==> src/rtl/rdc_pkg.sv <==
// ----------------------------------------------------------------------------
// rdc_pkg
// shared constants, types and helper functions of the radix digit converter
// ----------------------------------------------------------------------------
package rdc_pkg;

	localparam int VALUE_WIDTH = 31;
	localparam int MAX_DIGITS  = 31;

	localparam int RADIX_W    = 6;
	localparam int CHAR_W     = 7;
	localparam int DIGIT_W    = 6;
	localparam int BIT_CNT_W  = $clog2(VALUE_WIDTH);
	localparam int DIG_IDX_W  = $clog2(MAX_DIGITS);
	localparam int DIG_CNT_W  = $clog2(MAX_DIGITS + 1);

	localparam logic [RADIX_W-1:0] RADIX_RESET = RADIX_W'(10);
	localparam logic [RADIX_W-1:0] RADIX_MIN   = RADIX_W'(2);
	localparam logic [RADIX_W-1:0] RADIX_MAX   = RADIX_W'(36);
	localparam logic [DIGIT_W-1:0] DEC_DIGITS  = DIGIT_W'(10);
	localparam logic [CHAR_W-1:0]  ASCII_ZERO  = CHAR_W'(48);
	localparam logic [CHAR_W-1:0]  ASCII_A     = CHAR_W'(65);

	typedef enum logic [1:0] {
		ST_IDLE,
		ST_DIVIDE,
		ST_STORE,
		ST_EMIT
	} st_t;

	// controller to datapath
	typedef struct packed {
		logic load;
		logic step;
		logic store;
		logic emit;
	} cmd_t;

	// datapath to controller
	typedef struct packed {
		logic div_last;
		logic quo_zero;
		logic out_free;
		logic emit_last;
	} sts_t;

	// saturate the raw register to the supported base range
	function automatic logic [RADIX_W-1:0] eff_radix(input logic [RADIX_W-1:0] r);
		logic [RADIX_W-1:0] res;
		res = r;
		if (r < RADIX_MIN) begin
			res = RADIX_MIN;
		end else if (r > RADIX_MAX) begin
			res = RADIX_MAX;
		end
		return res;
	endfunction

	function automatic logic [CHAR_W-1:0] digit_to_ascii(input logic [DIGIT_W-1:0] d);
		logic [CHAR_W-1:0] c;
		if (d < DEC_DIGITS) begin
			c = ASCII_ZERO + CHAR_W'(d);
		end else begin
			c = ASCII_A + CHAR_W'(d - DEC_DIGITS);
		end
		return c;
	endfunction

endpackage

==> src/rtl/rdc_in_if.sv <==
// ----------------------------------------------------------------------------
// rdc_in_if
// input channel: one binary value per transaction
// ----------------------------------------------------------------------------
interface rdc_in_if import rdc_pkg::*; ();
	logic                   valid;
	logic                   ready;
	logic [VALUE_WIDTH-1:0] value;

	modport source (output valid, output value, input ready);
	modport sink   (input valid, input value, output ready);
endinterface

==> src/rtl/rdc_out_if.sv <==
// ----------------------------------------------------------------------------
// rdc_out_if
// output channel: one ascii character per transaction
// ----------------------------------------------------------------------------
interface rdc_out_if import rdc_pkg::*; ();
	logic              valid;
	logic              ready;
	logic [CHAR_W-1:0] digit_char;
	logic              last;

	modport source (output valid, output digit_char, output last, input ready);
	modport sink   (input valid, input digit_char, input last, output ready);
endinterface

==> src/rtl/rdc_ctrl.sv <==
// ----------------------------------------------------------------------------
// rdc_ctrl
// sequencer: divide, store digit, repeat until quotient is zero, then emit
// ----------------------------------------------------------------------------
module rdc_ctrl import rdc_pkg::*; (
	input  logic clk,
	input  logic arst_n,
	input  logic in_valid,
	output logic in_ready,
	input  sts_t sts,
	output cmd_t cmd
);

	st_t state_q, state_d;

	always_ff @(posedge clk or negedge arst_n) begin
		if (!arst_n) begin
			state_q <= ST_IDLE;
		end else begin
			state_q <= state_d;
		end
	end

	always_comb begin
		state_d = state_q;
		unique case (state_q)
			ST_IDLE: begin
				if (in_valid) state_d = ST_DIVIDE;
			end
			ST_DIVIDE: begin
				if (sts.div_last) state_d = ST_STORE;
			end
			ST_STORE: begin
				state_d = sts.quo_zero ? ST_EMIT : ST_DIVIDE;
			end
			ST_EMIT: begin
				if (sts.out_free && sts.emit_last) state_d = ST_IDLE;
			end
			default: state_d = ST_IDLE;
		endcase
	end

	always_comb begin
		cmd      = '0;
		in_ready = 1'b0;
		unique case (state_q)
			ST_IDLE: begin
				in_ready = 1'b1;
				cmd.load = in_valid;
			end
			ST_DIVIDE: cmd.step  = 1'b1;
			ST_STORE:  cmd.store = 1'b1;
			ST_EMIT:   cmd.emit  = sts.out_free;
			default:   cmd       = '0;
		endcase
	end

endmodule

==> src/rtl/rdc_datapath.sv <==
// ----------------------------------------------------------------------------
// rdc_datapath
// radix register, bit-serial restoring divider, digit buffer, output register
// ----------------------------------------------------------------------------
module rdc_datapath import rdc_pkg::*; (
	input  logic                   clk,
	input  logic                   arst_n,
	input  logic                   cfg_we,
	input  logic [RADIX_W-1:0]     cfg_wdata,
	input  logic [VALUE_WIDTH-1:0] value,
	input  cmd_t                   cmd,
	output sts_t                   sts,
	input  logic                   out_ready,
	output logic                   out_valid,
	output logic [CHAR_W-1:0]      digit_char,
	output logic                   last
);

	logic [RADIX_W-1:0]     radix_q;
	logic [VALUE_WIDTH-1:0] quo_q;
	logic [DIGIT_W-1:0]     rem_q;
	logic [BIT_CNT_W-1:0]   bit_cnt_q;
	logic [DIG_IDX_W-1:0]   wptr_q;
	logic [DIG_IDX_W-1:0]   rptr_q;
	logic [DIG_CNT_W-1:0]   dig_cnt_q;
	logic [DIG_CNT_W-1:0]   emit_left_q;
	logic [DIGIT_W-1:0]     digits_q [MAX_DIGITS];
	logic                   out_valid_q;
	logic [CHAR_W-1:0]      char_q;
	logic                   last_q;

	logic [RADIX_W-1:0]     rad;
	logic [DIGIT_W:0]       trial;
	logic                   ge;
	logic [DIG_CNT_W-1:0]   cnt_next;

	assign rad      = eff_radix(radix_q);
	assign trial    = {rem_q, quo_q[VALUE_WIDTH-1]};
	assign ge       = trial >= {1'b0, rad};
	assign cnt_next = (dig_cnt_q == DIG_CNT_W'(MAX_DIGITS)) ? dig_cnt_q
	                  : dig_cnt_q + DIG_CNT_W'(1);

	assign sts.div_last  = bit_cnt_q == BIT_CNT_W'(VALUE_WIDTH - 1);
	assign sts.quo_zero  = quo_q == '0;
	assign sts.out_free  = !out_valid_q || out_ready;
	assign sts.emit_last = emit_left_q == DIG_CNT_W'(1);

	always_ff @(posedge clk or negedge arst_n) begin
		if (!arst_n) begin
			radix_q <= RADIX_RESET;
		end else if (cfg_we) begin
			radix_q <= cfg_wdata;
		end
	end

	// restoring divider, one quotient bit per cycle, and digit buffer write
	always_ff @(posedge clk) begin
		if (cmd.load) begin
			quo_q     <= value;
			rem_q     <= '0;
			bit_cnt_q <= '0;
			wptr_q    <= '0;
			dig_cnt_q <= '0;
		end else if (cmd.step) begin
			quo_q     <= {quo_q[VALUE_WIDTH-2:0], ge};
			rem_q     <= ge ? DIGIT_W'(trial - {1'b0, rad}) : DIGIT_W'(trial);
			bit_cnt_q <= bit_cnt_q + BIT_CNT_W'(1);
		end else if (cmd.store) begin
			digits_q[wptr_q] <= rem_q;
			wptr_q    <= (wptr_q == DIG_IDX_W'(MAX_DIGITS - 1)) ? '0
			             : wptr_q + DIG_IDX_W'(1);
			dig_cnt_q <= cnt_next;
			rem_q     <= '0;
			bit_cnt_q <= '0;
		end
	end

	// read back newest digit first
	always_ff @(posedge clk) begin
		if (cmd.store) begin
			rptr_q      <= wptr_q;
			emit_left_q <= cnt_next;
		end else if (cmd.emit) begin
			rptr_q      <= (rptr_q == '0) ? DIG_IDX_W'(MAX_DIGITS - 1)
			               : rptr_q - DIG_IDX_W'(1);
			emit_left_q <= emit_left_q - DIG_CNT_W'(1);
		end
	end

	always_ff @(posedge clk or negedge arst_n) begin
		if (!arst_n) begin
			out_valid_q <= 1'b0;
		end else if (cmd.emit) begin
			out_valid_q <= 1'b1;
		end else if (out_ready) begin
			out_valid_q <= 1'b0;
		end
	end

	always_ff @(posedge clk) begin
		if (cmd.emit) begin
			char_q <= digit_to_ascii(digits_q[rptr_q]);
			last_q <= emit_left_q == DIG_CNT_W'(1);
		end
	end

	assign out_valid  = out_valid_q;
	assign digit_char = char_q;
	assign last       = last_q;

endmodule

==> src/rtl/radix_digit_converter.sv <==
// ----------------------------------------------------------------------------
// radix_digit_converter
// binary to ascii text in a configurable base from 2 to 36
// ----------------------------------------------------------------------------
// Each value transaction on value_ch becomes a run of ascii characters on
// char_ch, most significant digit first, with last set on the final one;
// zero gives the single character '0'. Digits 0-9 map to '0'-'9' and 10-35
// to 'A'-'Z'. The base comes from the 6-bit register written through
// cfg_we/cfg_wdata (reset 10); 0 and 1 act as 2, anything above 36 acts as
// 36. Write it only while the block is idle. One value is converted at a
// time: a shared restoring divider produces one quotient bit per cycle, so
// each digit takes VALUE_WIDTH = 31 divide steps plus one digit store, and a
// value with n digits holds value_ch.ready low through those n rounds and n
// emits, plus any output stall, with up to 31 digits in base 2. The last
// character sits in an output register, so the next value is taken while
// that character still waits for char_ch.ready.
module radix_digit_converter import rdc_pkg::*; (
	input  logic               clk,
	input  logic               arst_n,
	input  logic               cfg_we,
	input  logic [RADIX_W-1:0] cfg_wdata,
	rdc_in_if.sink             value_ch,
	rdc_out_if.source          char_ch
);

	// command and status between sequencer and datapath
	cmd_t cmd;
	sts_t sts;

	// sequencer: owns value_ch.ready, idle only between runs
	rdc_ctrl u_ctrl (
		.clk      (clk),
		.arst_n   (arst_n),
		.in_valid (value_ch.valid),
		.in_ready (value_ch.ready),
		.sts      (sts),
		.cmd      (cmd)
	);

	// datapath: radix register, divider, digit buffer and output register
	rdc_datapath u_dp (
		.clk        (clk),
		.arst_n     (arst_n),
		.cfg_we     (cfg_we),
		.cfg_wdata  (cfg_wdata),
		.value      (value_ch.value),
		.cmd        (cmd),
		.sts        (sts),
		.out_ready  (char_ch.ready),
		.out_valid  (char_ch.valid),
		.digit_char (char_ch.digit_char),
		.last       (char_ch.last)
	);

endmodule

==> src/flat_wrapper.sv <==
// flat-port wrapper written by rule: the top's interface ports become plain ports
module radix_digit_converter_flat import rdc_pkg::*;
  (clk, arst_n, cfg_we, cfg_wdata, value_ch_valid, value_ch_value, value_ch_ready, char_ch_valid, char_ch_digit_char, char_ch_last, char_ch_ready);
  rdc_in_if value_ch_i ();
  rdc_out_if char_ch_i ();
  input  logic clk;
  input  logic arst_n;
  input  logic cfg_we;
  input  logic [RADIX_W-1:0] cfg_wdata;
  input wire logic [$bits(value_ch_i.valid)-1:0] value_ch_valid;
  input wire logic [$bits(value_ch_i.value)-1:0] value_ch_value;
  output wire logic [$bits(value_ch_i.ready)-1:0] value_ch_ready;
  output wire logic [$bits(char_ch_i.valid)-1:0] char_ch_valid;
  output wire logic [$bits(char_ch_i.digit_char)-1:0] char_ch_digit_char;
  output wire logic [$bits(char_ch_i.last)-1:0] char_ch_last;
  input wire logic [$bits(char_ch_i.ready)-1:0] char_ch_ready;
  assign value_ch_i.valid = value_ch_valid;
  assign value_ch_i.value = value_ch_value;
  assign value_ch_ready = value_ch_i.ready;
  assign char_ch_valid = char_ch_i.valid;
  assign char_ch_digit_char = char_ch_i.digit_char;
  assign char_ch_last = char_ch_i.last;
  assign char_ch_i.ready = char_ch_ready;
  radix_digit_converter u_core (.clk(clk), .arst_n(arst_n), .cfg_we(cfg_we), .cfg_wdata(cfg_wdata), .value_ch(value_ch_i), .char_ch(char_ch_i));
endmodule
==> config.mk <==
export PLATFORM = sky130hd
export DESIGN_NAME = radix_digit_converter_flat
export DESIGN_NICKNAME = d
export VERILOG_FILES = /design/src/rtl/rdc_pkg.sv /design/src/rtl/rdc_in_if.sv /design/src/rtl/rdc_out_if.sv /design/src/rtl/rdc_ctrl.sv /design/src/rtl/rdc_datapath.sv /design/src/rtl/radix_digit_converter.sv /design/src/flat_wrapper.sv
export SDC_FILE = /design/constraint.sdc
export NUM_CORES = 1
export LEC_CHECK = 0
export BUFFER_PORTS_ARGS = -buffer_cell sky130_fd_sc_hd__buf_2
export CAP_MARGIN = 20
export CORE_MARGIN = 2
export CORE_UTILIZATION = 55
export DETAILED_ROUTE_END_ITERATION = 12
export GPL_TIMING_DRIVEN = 0
export PLACE_DENSITY = 0.86
export SYNTH_ARGS = -nofsm -noshare
export SYNTH_HDL_FRONTEND = slang
export SYNTH_SLANG_ARGS = --single-unit
export TNS_END_PERCENT = 100
==> constraint.sdc <==
create_clock -name clk -period 3.3 [get_ports clk]
set_clock_uncertainty 0.1 [all_clocks]
set_input_delay 0.33 -clock clk [delete_from_list [all_inputs] [get_ports clk]]
set_output_delay 0.33 -clock clk [all_outputs]
set_load 0.005 [all_outputs]
After elaboration in Yosys (flattened, before gate mapping)
Memory sizes are Yosys's and may differ from the RTL's. A register that Yosys moved wholly into a read port is not among the register bits.
Index checks and enable logic that the tools add are counted.
Word-level totals
  bits in registers: 79
  input port bits: 42
  memories kept: 1
  memory bits (writable): 186
  logic and storage cells: 83
  output and inout bits: 10
Memory list
  u_core.u_dp.digits_q: words 31, width 6, read ports 1, clocked after memory_dff 1, wr ports 1, line rdc_datapath.sv:27  | logic [DIGIT_W-1:0] digits_q [MAX_DIGITS];
Operators by class
  $lt $le $gt $ge: 4
  reduce and logical (&&, ||, !) cells: 12
  equal/unequal tests: 10
  bitwise gates (word level): 1
  mux-type cells: 34
  add/subtract/negate cells: 9
Operators with widths (count)
  two-way mux 31 bit: 2
  two-way mux 5 bit: 10
  zero test 31 bit: 1
  two-way mux 6 bit: 5
  adder 5 x 1 -> 5 bit (second input constant): 3
  == test 5 bit (second input constant): 3
  two-way mux 1 bit: 11
  subtractor 5 x 1 -> 5 bit (second input constant): 2
  two-way mux 2 bit: 4
  case mux 2 bit (4 select lines): 1
  nonzero test 2 bit: 4
  adder 6 x 6 -> 7 bit (first input constant): 1
  adder 7 bit (first input constant): 1
  greater-or-equal comparator 7 x 6 -> 1 bit: 1
  two-way mux 7 bit: 1
  subtractor 6 x 4 -> 7 bit (second input constant): 1
  greater-than comparator 6 bit (second input constant): 1
  < comparator 6 x 2 -> 1 bit (second input constant): 1
  < comparator 6 x 4 -> 1 bit (second input constant): 1
  subtractor 6 bit: 1
  == test 5 x 1 -> 1 bit (second input constant): 1
  zero test 5 bit: 1
  == test 2 bit (second input constant): 2
  != test 2 bit (second input constant): 2
  other kinds (9): 9

Logic depth before layout (Yosys ltp)
Gate-level depths: netlist of the first run.
  word-level depth: 6
  gate-level depth with buffers: 13
  depth with buffers taken out: 13

By module
From an unflattened synthesis of the first run, not the netlist that was laid out.
Unflattened totals
  cell total of the unflattened synthesis: 753
  area, all modules: 11671.2 um2
By module, submodules not included
  rdc_datapath: seq. area each 7754.9 um2, times used 1, cells an instance 738, area an instance 11539.8 um2
  rdc_ctrl: seq. area each 50.0 um2, times used 1, cells an instance 15, area an instance 131.4 um2

Least setup slack after synthesis of the first run
OpenSTA, ideal clock, no wires.
  kind: reg2reg
  start point: register u_core.u_dp.radix_q[4]
  end point: register u_core.u_dp.quo_q[0] (data pin)
  setup time: 0.260 ns
  data required time: 2.940 ns
  data arrival time: 2.676 ns
  period minus slack after synthesis: 3.036 ns
  slack: 0.264 ns
  cell stages (with the launch flop): 14
  buffers on the path: 0
  cell sequence: dfrtp_1 -> nor3_1 -> nand2_1 -> nand2_1 -> o21a_1 -> inv_1 -> ha_1 -> nor2b_1 -> o21ai_0 -> a21boi_0 -> o21ai_1 -> a31oi_1 -> or2_2 -> mux2_2
On the way
  longest elaborated chain between the ends: 6
  elaborated cells on any way between the ends: 7
  those cells by class: 3 x order compare; 4 x mux
RTL lines
  start, declared: line rdc_datapath.sv:19  | logic [RADIX_W-1:0] radix_q;
  start signal, assigned: line rdc_datapath.sv:52  | radix_q <= cfg_wdata;
  greater-than comparator 6 bit: line rdc_pkg.sv:53  | end else if (r > RADIX_MAX) begin
  two-way mux 6 bit: line rdc_pkg.sv:53
  two-way mux 6 bit *: line rdc_pkg.sv:51  | if (r < RADIX_MIN) begin
  greater-or-equal comparator 7 x 6 -> 1 bit *: line rdc_datapath.sv:39  | assign ge = trial >= {1'b0, rad};
  two-way mux 31 bit *: line rdc_datapath.sv:64  | end else if (cmd.step) begin
  two-way mux 31 bit *: line rdc_datapath.sv:58  | if (cmd.load) begin
  end signal, assigned: line rdc_datapath.sv:59  | quo_q <= value;
  end signal, assigned: line rdc_datapath.sv:65  | quo_q <= {quo_q[VALUE_WIDTH-2:0], ge};
  end, declared: line rdc_datapath.sv:20  | logic [VALUE_WIDTH-1:0] quo_q;
Mark *: on every way between the ends. The rest lies on a longest branch, timed or not. The select of a mux whose other input is x is not followed.
A chain may end at the register's enable or synchronous reset.

==> impl_summary.md, run 1 <==
Detailed routing
In the final routed layout, each cell accounts on average for 23.4 um. The initial detailed-routing violation count is 978. The detail route stage leaves a number of antenna-violating nets equal to 0. Dividing the detail-routed via count by the number of cells gives 6.27. The via count is 7826.

The total detailed-routing wirelength is 29.2 mm. The first TritonRoute pass finished after 5 iterations. For this run, design rule violations remaining after detail routing come to 0.

Critical path
The largest fanout on the critical path is 10. The capturing element type of the critical path is a register. The critical path crosses 10 cells after its start point. The required time at the worst-slack endpoint is 3.48 ns.

The sum of buffers and inverters on the critical path is 1. For the worst flop-to-flop path, the logic depth is 10. The data arrival time of the critical path is 3.39 ns. The cell with the biggest individual delay on the critical path is sky130_fd_sc_hd__mux4_2. The worst setup path is of the reg -> reg kind.

The peak per-stage delay on the critical path is 0.57 ns. Broken down by cell family, the worst path's largest delay share belongs to compound AO/OA/AOI/OAI gates. The startpoint type of the worst setup path is a register. The critical path goes through buf_8 -> mux4_2 -> a22o_1 -> a221o_1 -> nor2_2 -> ha_1 -> o41ai_2 -> o21ai_2 -> nand2_1 -> xor2_1.

Timing
The slew at the pin closest to its max-slew limit is 0.806 ns. Setup violations remaining at the end of the flow were counted as 0. The final critical-path share of the clock period is 97.3%. The post-layout minimum cycle time is 3.21 ns.

Headroom to the max-slew limit came out at 46.3%. The final count of pins violating max slew is 0. The fmax is 311 MHz.

The hold violation count in the final report is 0. The worst hold margin is 0.0682 ns.

Global routing
The number of global-route vias before repair is 7775. The number of antenna violations at the first check in global routing is 0. The total overflow left after global routing is 0. The aggregate global-route resource usage is 25.5%. The first global-routing pass estimated 43.2 mm of wire. Entering global routing, the biggest net connects 36 pins.

Final layout
The synthesis-to-finish area growth is 17.6%. The net total in the final layout is 1019. Once layout is done, the placed cells without fillers occupy 13700 sq um. Fill cells in the final layout number 1367.

The number of inserted diodes is 0. The core occupancy in the finished layout is 65.6%. The fraction of layout cells with a size suffix above 1 is 18.6%.

Placed design
The post-place instance area is 12300 sq um. Routability-driven placement finished with a final weighted congestion of 0.894. Detailed placement finished with a half-perimeter wire length of 16.9 mm. The number of port buffers is 50.

Die
The initial cell density of the core is 55.8%. After floorplanning, the core was divided into 53 placement rows. The overall die area is 22400 sq um. After floorplanning, the core was sized to cover 21000 sq um. The die is 150 um tall.

Pin placement for this block handled 52 I/O pins. The die is 150 um wide.

Power and ir drop
Across the VDD grid, the largest voltage drop is 0.000707 V. The power density normalized to cell area is 943 nW/um^2. The standby leakage power is 0.00503 uW. The design draws 13000 uW.

Clock tree
For the worst-skew pair, the clock arrives at the later sink with an insertion delay of 0.54 ns. The number of clock buffers added by TritonCTS is 27. TritonCTS built the clock tree. The total number of clock tree sinks is 270. The clock tree buffer depth is 3. The deepest level of the CTS H-tree is 1. After clock tree synthesis, the clock-pin slew on the worst setup and hold paths is 0.06 ns. The cell sitting at the root of the clock tree is a sky130_fd_sc_hd__clkbuf_16.

Run
Across the run, the number of max-cap violations was 0.

Logic synthesis
The post-synth design cell area is 11700 sq um. The cell count after synthesis is 828. Of all flip-flops after synthesis, the portion carrying an async set or reset was 3.33%. The number of enable-type register cells in the synthesized netlist is 235. When the netlist entered floorplanning its net count stood at 894. After synthesis the netlist holds a flip-flop and latch count of 270. In the synthesized netlist the dominant register cell turns out to be sky130_fd_sc_hd__edfxtp_1. The number of library cell types mapped by synthesis is 66. The mean post-synth cell area is 14.1 sq um. The Yosys step of the flow raised 0 warnings. The share of the Yosys chip area taken by registers is 66.8%.

Worst hold path
The worst hold path cell count is 3. The path class of the tightest hold or removal check is in -> reg.

Status
The run finished with clean final reports.
## cell type report
class | count | area, sq um | share of cell area [%]
Clock buffer | 34 | 702 | 5.11
Multi-Input combinational cell | 496 | 3660 | 26.6
Sequential cell | 270 | 7810 | 56.8
Inverter | 24 | 90.1 | 0.655
Clock inverter | 16 | 134 | 0.974
Tap cell | 275 | 344 | 2.50
Buffer | 38 | 240 | 1.75
Timing Repair Buffer | 96 | 768 | 5.59
## state kept, by name, indices dropped and copies added, names as in the netlist, named ones only
signal,flops
u_core.u_dp.digit_char,7
u_core.u_dp.last,1
u_core.u_dp.out_valid,1
u_core.u_dp.rem_q,6
u_core.u_dp.quo_q,31
u_core.u_dp.wptr_q,5
u_core.u_dp.digits_q,186
u_core.u_dp.dig_cnt_q,5
u_core.u_dp.rptr_q,5
u_core.u_dp.emit_left_q,5
u_core.u_dp.radix_q,6
u_core.u_ctrl.state_q,2
u_core.u_dp.bit_cnt_q,5
## kinds of logic (layout without fill, tap and decap cells)
logic type,after synthesis,count (layout),share of synthesized area [%]
simple gates,287,287,11.0
flops,270,270,66.8
compound gates,95,95,5.81
mux,70,70,9.89
buf+inv,62,208,2.37
fa+ha+maj,24,24,2.63
xor+xnor,20,20,1.50
## worst reg2reg max path: cells and delay by family (launching register included)
kind                       cells  cell delay [ns]
adders and majority gates      1             0.21
DFF                            1             0.39
buffers and inverters          1             0.21
xor gates and xnor gates       1             0.15
AOI/OAI and AO/OA              4             1.03
and+or+nand+nor                2             0.29
muxes                          1             0.58
## per-layer routing
metal,global-route usage [%],wire length (um)
met4,9.62,1210
met3,4.54,2850
met1,32.6,10400
met5,0,0
met2,43.8,14700
## through the flow
step	setup TNS (ns)	setup WS [ns]	instances
floorplan	0	0.264	828
global placement	-0.699	-0.201	1153
detailed placement	-1.95	-0.315	1155
CTS	-0.0144	-0.0144	1244
global route	-0.0719	-0.0719	1249
finish	0	0.0887	1249
## final timing paths
path	from	endpoint	slack, ns
max	register	u_core.u_dp.digit_char[2]$_DFFE_PP_	0.09
min reg2reg	u_core.u_dp.dig_cnt_q[4]$_SDFFE_PP0P_	u_core.u_dp.dig_cnt_q[4]$_SDFFE_PP0P_	0.40
max in group asynchronous	arst_n	u_core.u_dp.radix_q[1]$_DFFE_PN1P_	2.75
min	cfg_we	u_core.u_dp.radix_q[5]$_DFFE_PN0P_	0.07
max reg2reg	register	u_core.u_dp.digit_char[2]$_DFFE_PP_	0.09
min in group asynchronous	arst_n	u_core.u_dp.radix_q[2]$_DFFE_PN0P_	0.09
## synthesized netlist by cell type, types with 6 or more instances
| master | instances | area, sq um |
|---|---|---|
| sky130_fd_sc_hd__a21oi_1 | 16 | 80.1 |
| sky130_fd_sc_hd__a22oi_1 | 10 | 75.1 |
| sky130_fd_sc_hd__buf_2 | 10 | 50.1 |
| sky130_fd_sc_hd__clkbuf_1 | 22 | 82.6 |
| sky130_fd_sc_hd__dfrtp_1 | 7 | 175 |
| sky130_fd_sc_hd__dfxtp_1 | 26 | 521 |
| sky130_fd_sc_hd__edfxtp_1 | 235 | 7060 |
| sky130_fd_sc_hd__ha_1 | 23 | 288 |
| sky130_fd_sc_hd__inv_1 | 24 | 90.1 |
| sky130_fd_sc_hd__mux2_2 | 13 | 146 |
| sky130_fd_sc_hd__mux2i_1 | 21 | 210 |
| sky130_fd_sc_hd__mux4_2 | 35 | 788 |
| sky130_fd_sc_hd__nand2_1 | 134 | 503 |
| sky130_fd_sc_hd__nand2b_1 | 9 | 56.3 |
| sky130_fd_sc_hd__nand3_1 | 15 | 75.1 |
| sky130_fd_sc_hd__nand4_1 | 7 | 43.8 |
| sky130_fd_sc_hd__nor2_1 | 70 | 263 |
| sky130_fd_sc_hd__nor2b_1 | 7 | 43.8 |
| sky130_fd_sc_hd__nor3_1 | 8 | 40.0 |
| sky130_fd_sc_hd__nor4_1 | 7 | 43.8 |
| sky130_fd_sc_hd__o211ai_1 | 6 | 45.0 |
| sky130_fd_sc_hd__o21ai_0 | 21 | 105 |
| sky130_fd_sc_hd__xnor2_1 | 8 | 70.1 |
| sky130_fd_sc_hd__xor2_1 | 12 | 105 |
## power breakdown
| part | total (uW) | internal [uW] | switching (uW) |
|---|---|---|---|
| Combinational | 4790 | 1940 | 2850 |
| Sequential | 5210 | 4700 | 504 |
| Clock | 2970 | 1660 | 1310 |
## placed cells by master (no fill, tap or decap), drive strengths merged, types with 5 or more instances in the layout
cell type    instances
edfxtp             235
nand4                7
buf                 71
nor2                70
mux2i               21
dfxtp               26
nor3                 8
nor4                 8
dlygate4sd3         39
nand3               15
o211ai               6
nor2b                7
clkbuf              58
inv                 26
mux2                14
xor2                12
a22oi               10
dfrtp                7
mux4                35
nand2              134
nand2b               9
ha                  23
nor3b                5
o21ai               24
a31oi                5
a21oi               16
clkinv               9
xnor2                8
a22o                 5
## what timing repair did
action,CTS,global route
endpoints found under the setup margin,14,19
resized for setup,12,24
setup buffers,1,1
endpoints found under the hold margin,46,1
pin swaps,1,3
hold buffers,38,1
No activity file was read; power rests on OpenSTA's default activity.
==> inputs of run 2 (changes only) <==
==> constraint.sdc (replaced) <==
create_clock -name clk -period 3.3 [get_ports clk]
set_clock_uncertainty 0.1 [all_clocks]
set_input_delay 0.165 -clock clk [delete_from_list [all_inputs] [get_ports clk]]
set_output_delay 0.165 -clock clk [all_outputs]
set_load 0.005 [all_outputs]
==> impl_summary.md, run 2 (synthesis gave the netlist of run 1 again) <==
Die
52 I/O pins were placed. Measured along the y axis, the die boundary spans 150 um. The initial cell density of the core is 55.8%. The overall die area is 22400 sq um. From left edge to right edge, the die measures 150 um. Row generation in the floorplan step produced 53 rows.

The core region is 21000 sq um.

Critical path
Data arrives at the worst endpoint at 3.43 ns. The capturing element type of the critical path is a register. The worst setup path category is reg -> reg.

The peak per-stage delay on the critical path is 0.44 ns. The cell with the biggest individual delay on the critical path is sky130_fd_sc_hd__dfrtp_2. Walking the worst path, the cells encountered are nor3_4 -> nand2_1 -> nand2_1 -> o21a_1 -> inv_1 -> ha_1 -> nor2b_1 -> o21ai_1 -> a21boi_2 -> o21ai_2 -> a31oi_4 -> or2_4 -> mux2_2. The startpoint type of the worst setup path is a register.

The required time at the worst-slack endpoint is 3.51 ns. The largest fanout on the critical path is 8. Among the stages of the critical path, the cell type that occurs most often is sky130_fd_sc_hd__nand2_1.

The minimum setup slack among reg-to-reg paths is 0.08 ns. For the worst flop-to-flop path, the logic depth is 13.

Timing
The final count of pins violating max slew is 0. The worst path needs 3.22 ns of the cycle, external delays included. The hold violation count in the final report is 0. The accumulated negative setup slack is 0 ns. The final worst-path setup slack is 0.0770 ns.

The relative max-transition margin is 39.2%. Setup violations remaining at the end of the flow were counted as 0. Of the available clock period, the critical path in the final layout requires 97.7%. For the pin with the worst max-slew slack, the measured transition is 0.909 ns.

The worst hold margin is 0.0501 ns. Static timing analysis puts the maximum clock frequency at 310 MHz.

Global routing
The global-route congestion overflow total is 0. The number of antenna violations at the first check in global routing is 0. The wire length of the first global-routing pass is 44.9 mm. The largest net degree at the start of global routing is 36.

The number of global-route vias before repair is 8002. For this run, the total global-route usage over all layers was measured as 26.5%.

Final layout
The register with the most flip-flops in the layout has 186 of them. The library cell used most frequently in the layout, excluding fill and tap cells, is sky130_fd_sc_hd__edfxtp_1. From synthesis to final layout, the design area changed by 18.1%. The repair_antennas step left the layout with diodes totalling 0. The area used by multi-input combinational logic is 3660 sq um. The fraction of layout cells with a size suffix above 1 is 18.4%.

The register name with the most flops is u_core.u_dp.digits_q. In the final layout, flip-flops and latches occupy 7810 sq um. Leaving out fill and tap cells, the most frequent cells in the layout are 235 x sky130_fd_sc_hd__edfxtp_1, 134 x sky130_fd_sc_hd__nand2_1, 69 x sky130_fd_sc_hd__nor2_1.

The net total in the final layout is 1027. The core occupancy in the finished layout is 65.9%. The number of fill cells is 1339.

Detailed routing
The total detailed-routing wirelength is 29.9 mm. After detailed routing, the number of vias per cell comes to 6.29. After detailed routing, the number of remaining DRC violations is 0. The count of nets left with antenna violations once routing finished came out at 0. In the final routed layout, each cell accounts on average for 23.8 um. The initial detailed-routing violation count is 993. The count of TritonRoute iterations in the first routing pass is 5. The via count is 7908.

Run
The tool flagged a number of max-cap violations equal to 0.

Placed design
The final weighted congestion in routability-driven placement is 0.894. Prior to clock tree synthesis, the placed netlist has a worst setup slack of -0.315 ns. The number of port buffers is 50. After legalization and detailed placement, the total HPWL measured 16.9 mm.

Power and ir drop
The worst-case IR drop observed on VDD is 0.000575 V. In this run the power density over the cells is 940 nW/um^2. The design internal power is 8310 uW.

The clock network accounts for 23.1% of the total power. Per report_power, the combinational group accounts for 36.6% of the total. Registers are responsible for 40.2% of the overall power. The net switching power of the design is 4670 uW. The proportion of total power due to net switching is 36.0%. The standby leakage power is 0.00505 uW.

Clock tree
The insertion delay of the later-clocked pin in the worst-skew pair is 0.56 ns. Clock tree synthesis found a total of 270 sinks. The deepest level of the CTS H-tree is 1. The clock tree from TritonCTS is yes. After clock tree synthesis, the clock-pin slew on the worst setup and hold paths is 0.08 ns. No sink is reached through more buffers than the 3 on the longest clock path. The library cell used as clock root buffer is sky130_fd_sc_hd__clkbuf_16. The number of clock buffers added by TritonCTS is 27.

Worst hold path
The worst hold path belongs to the class in -> async.

Status
The flow ran to the end, and the final reports show no timing, DRC or antenna violations.
==> run 2: layer usage <==
layer	routed length (um)	global-route usage [%]
met1	10600	33.7
met3	2850	4.82
met2	15300	45.7
met5	0	0
met4	1090	9.81
==> run 2: timing repair <==
action | in CTS | in global routing
hold buffers | 48 | 0
hold endpoints to repair | 48 | 0
buffers inserted | 1 | 1
setup endpoints to repair | 14 | 13
pin swaps | 1 | 4
gates resized for setup | 12 | 24
==> run 2: metrics by stage <==
step / total power, uW / instances / cell area [sq um]
4_1_cts: 12600 / 1254 / 13700
2_1_floorplan: 8190 / 828 / 11700
5_1_grt: 13500 / 1257 / 13800
3_5_place_dp: 9500 / 1155 / 12300
3_3_place_gp: 9250 / 1153 / 12300
6_report: 13000 / 1257 / 13800
==> run 2: cell type report <==
type	instances	share of cell area [%]
plain buffers	37	1.60
clock buffers	34	5.08
clock inverters	16	0.969
inverters	24	0.652
multi-input cells	496	26.5
flip-flops and latches	270	56.6
well taps	275	2.49
repair buffers	105	6.12
==> run 2: path summary, 6_finish.rpt <==
path / start / to
max reg2reg: u_core.u_dp.radix_q[2]$_DFFE_PN0P_ / u_core.u_dp.quo_q[0]$_DFFE_PP_
min: arst_n / u_core.u_dp.radix_q[1]$_DFFE_PN1P_
min reg2reg: u_core.u_dp.dig_cnt_q[4]$_SDFFE_PP0P_ / u_core.u_dp.dig_cnt_q[4]$_SDFFE_PP0P_
max: u_core.u_dp.radix_q[2]$_DFFE_PN0P_ / u_core.u_dp.quo_q[0]$_DFFE_PP_
min in group clk: value_ch_value[12] / u_core.u_dp.quo_q[12]$_DFFE_PP_
max in group asynchronous: arst_n / u_core.u_dp.radix_q[2]$_DFFE_PN0P_
==> run 2: power groups by stage <==
stage               combinational [uW]  sequential, uW  clock [uW]
floorplan                         3090            5100           0
global placement                  3970            5280           0
detailed placement                4200            5290           0
CTS                               4380            5240        2940
global route                      5150            5260        3120
finish                            4750            5220        3000
==> run 2: worst max-delay path: cells and delay by family, from the launching register on <==
family / cells / cell delay (ns)
buffers and inverters: 1 / 0.08
AND/OR/NAND/NOR: 5 / 0.85
AO/OA/AOI/OAI: 5 / 0.94
flip-flops: 1 / 0.44
multiplexers: 1 / 0.26
adder cells (fa/ha/maj): 1 / 0.29
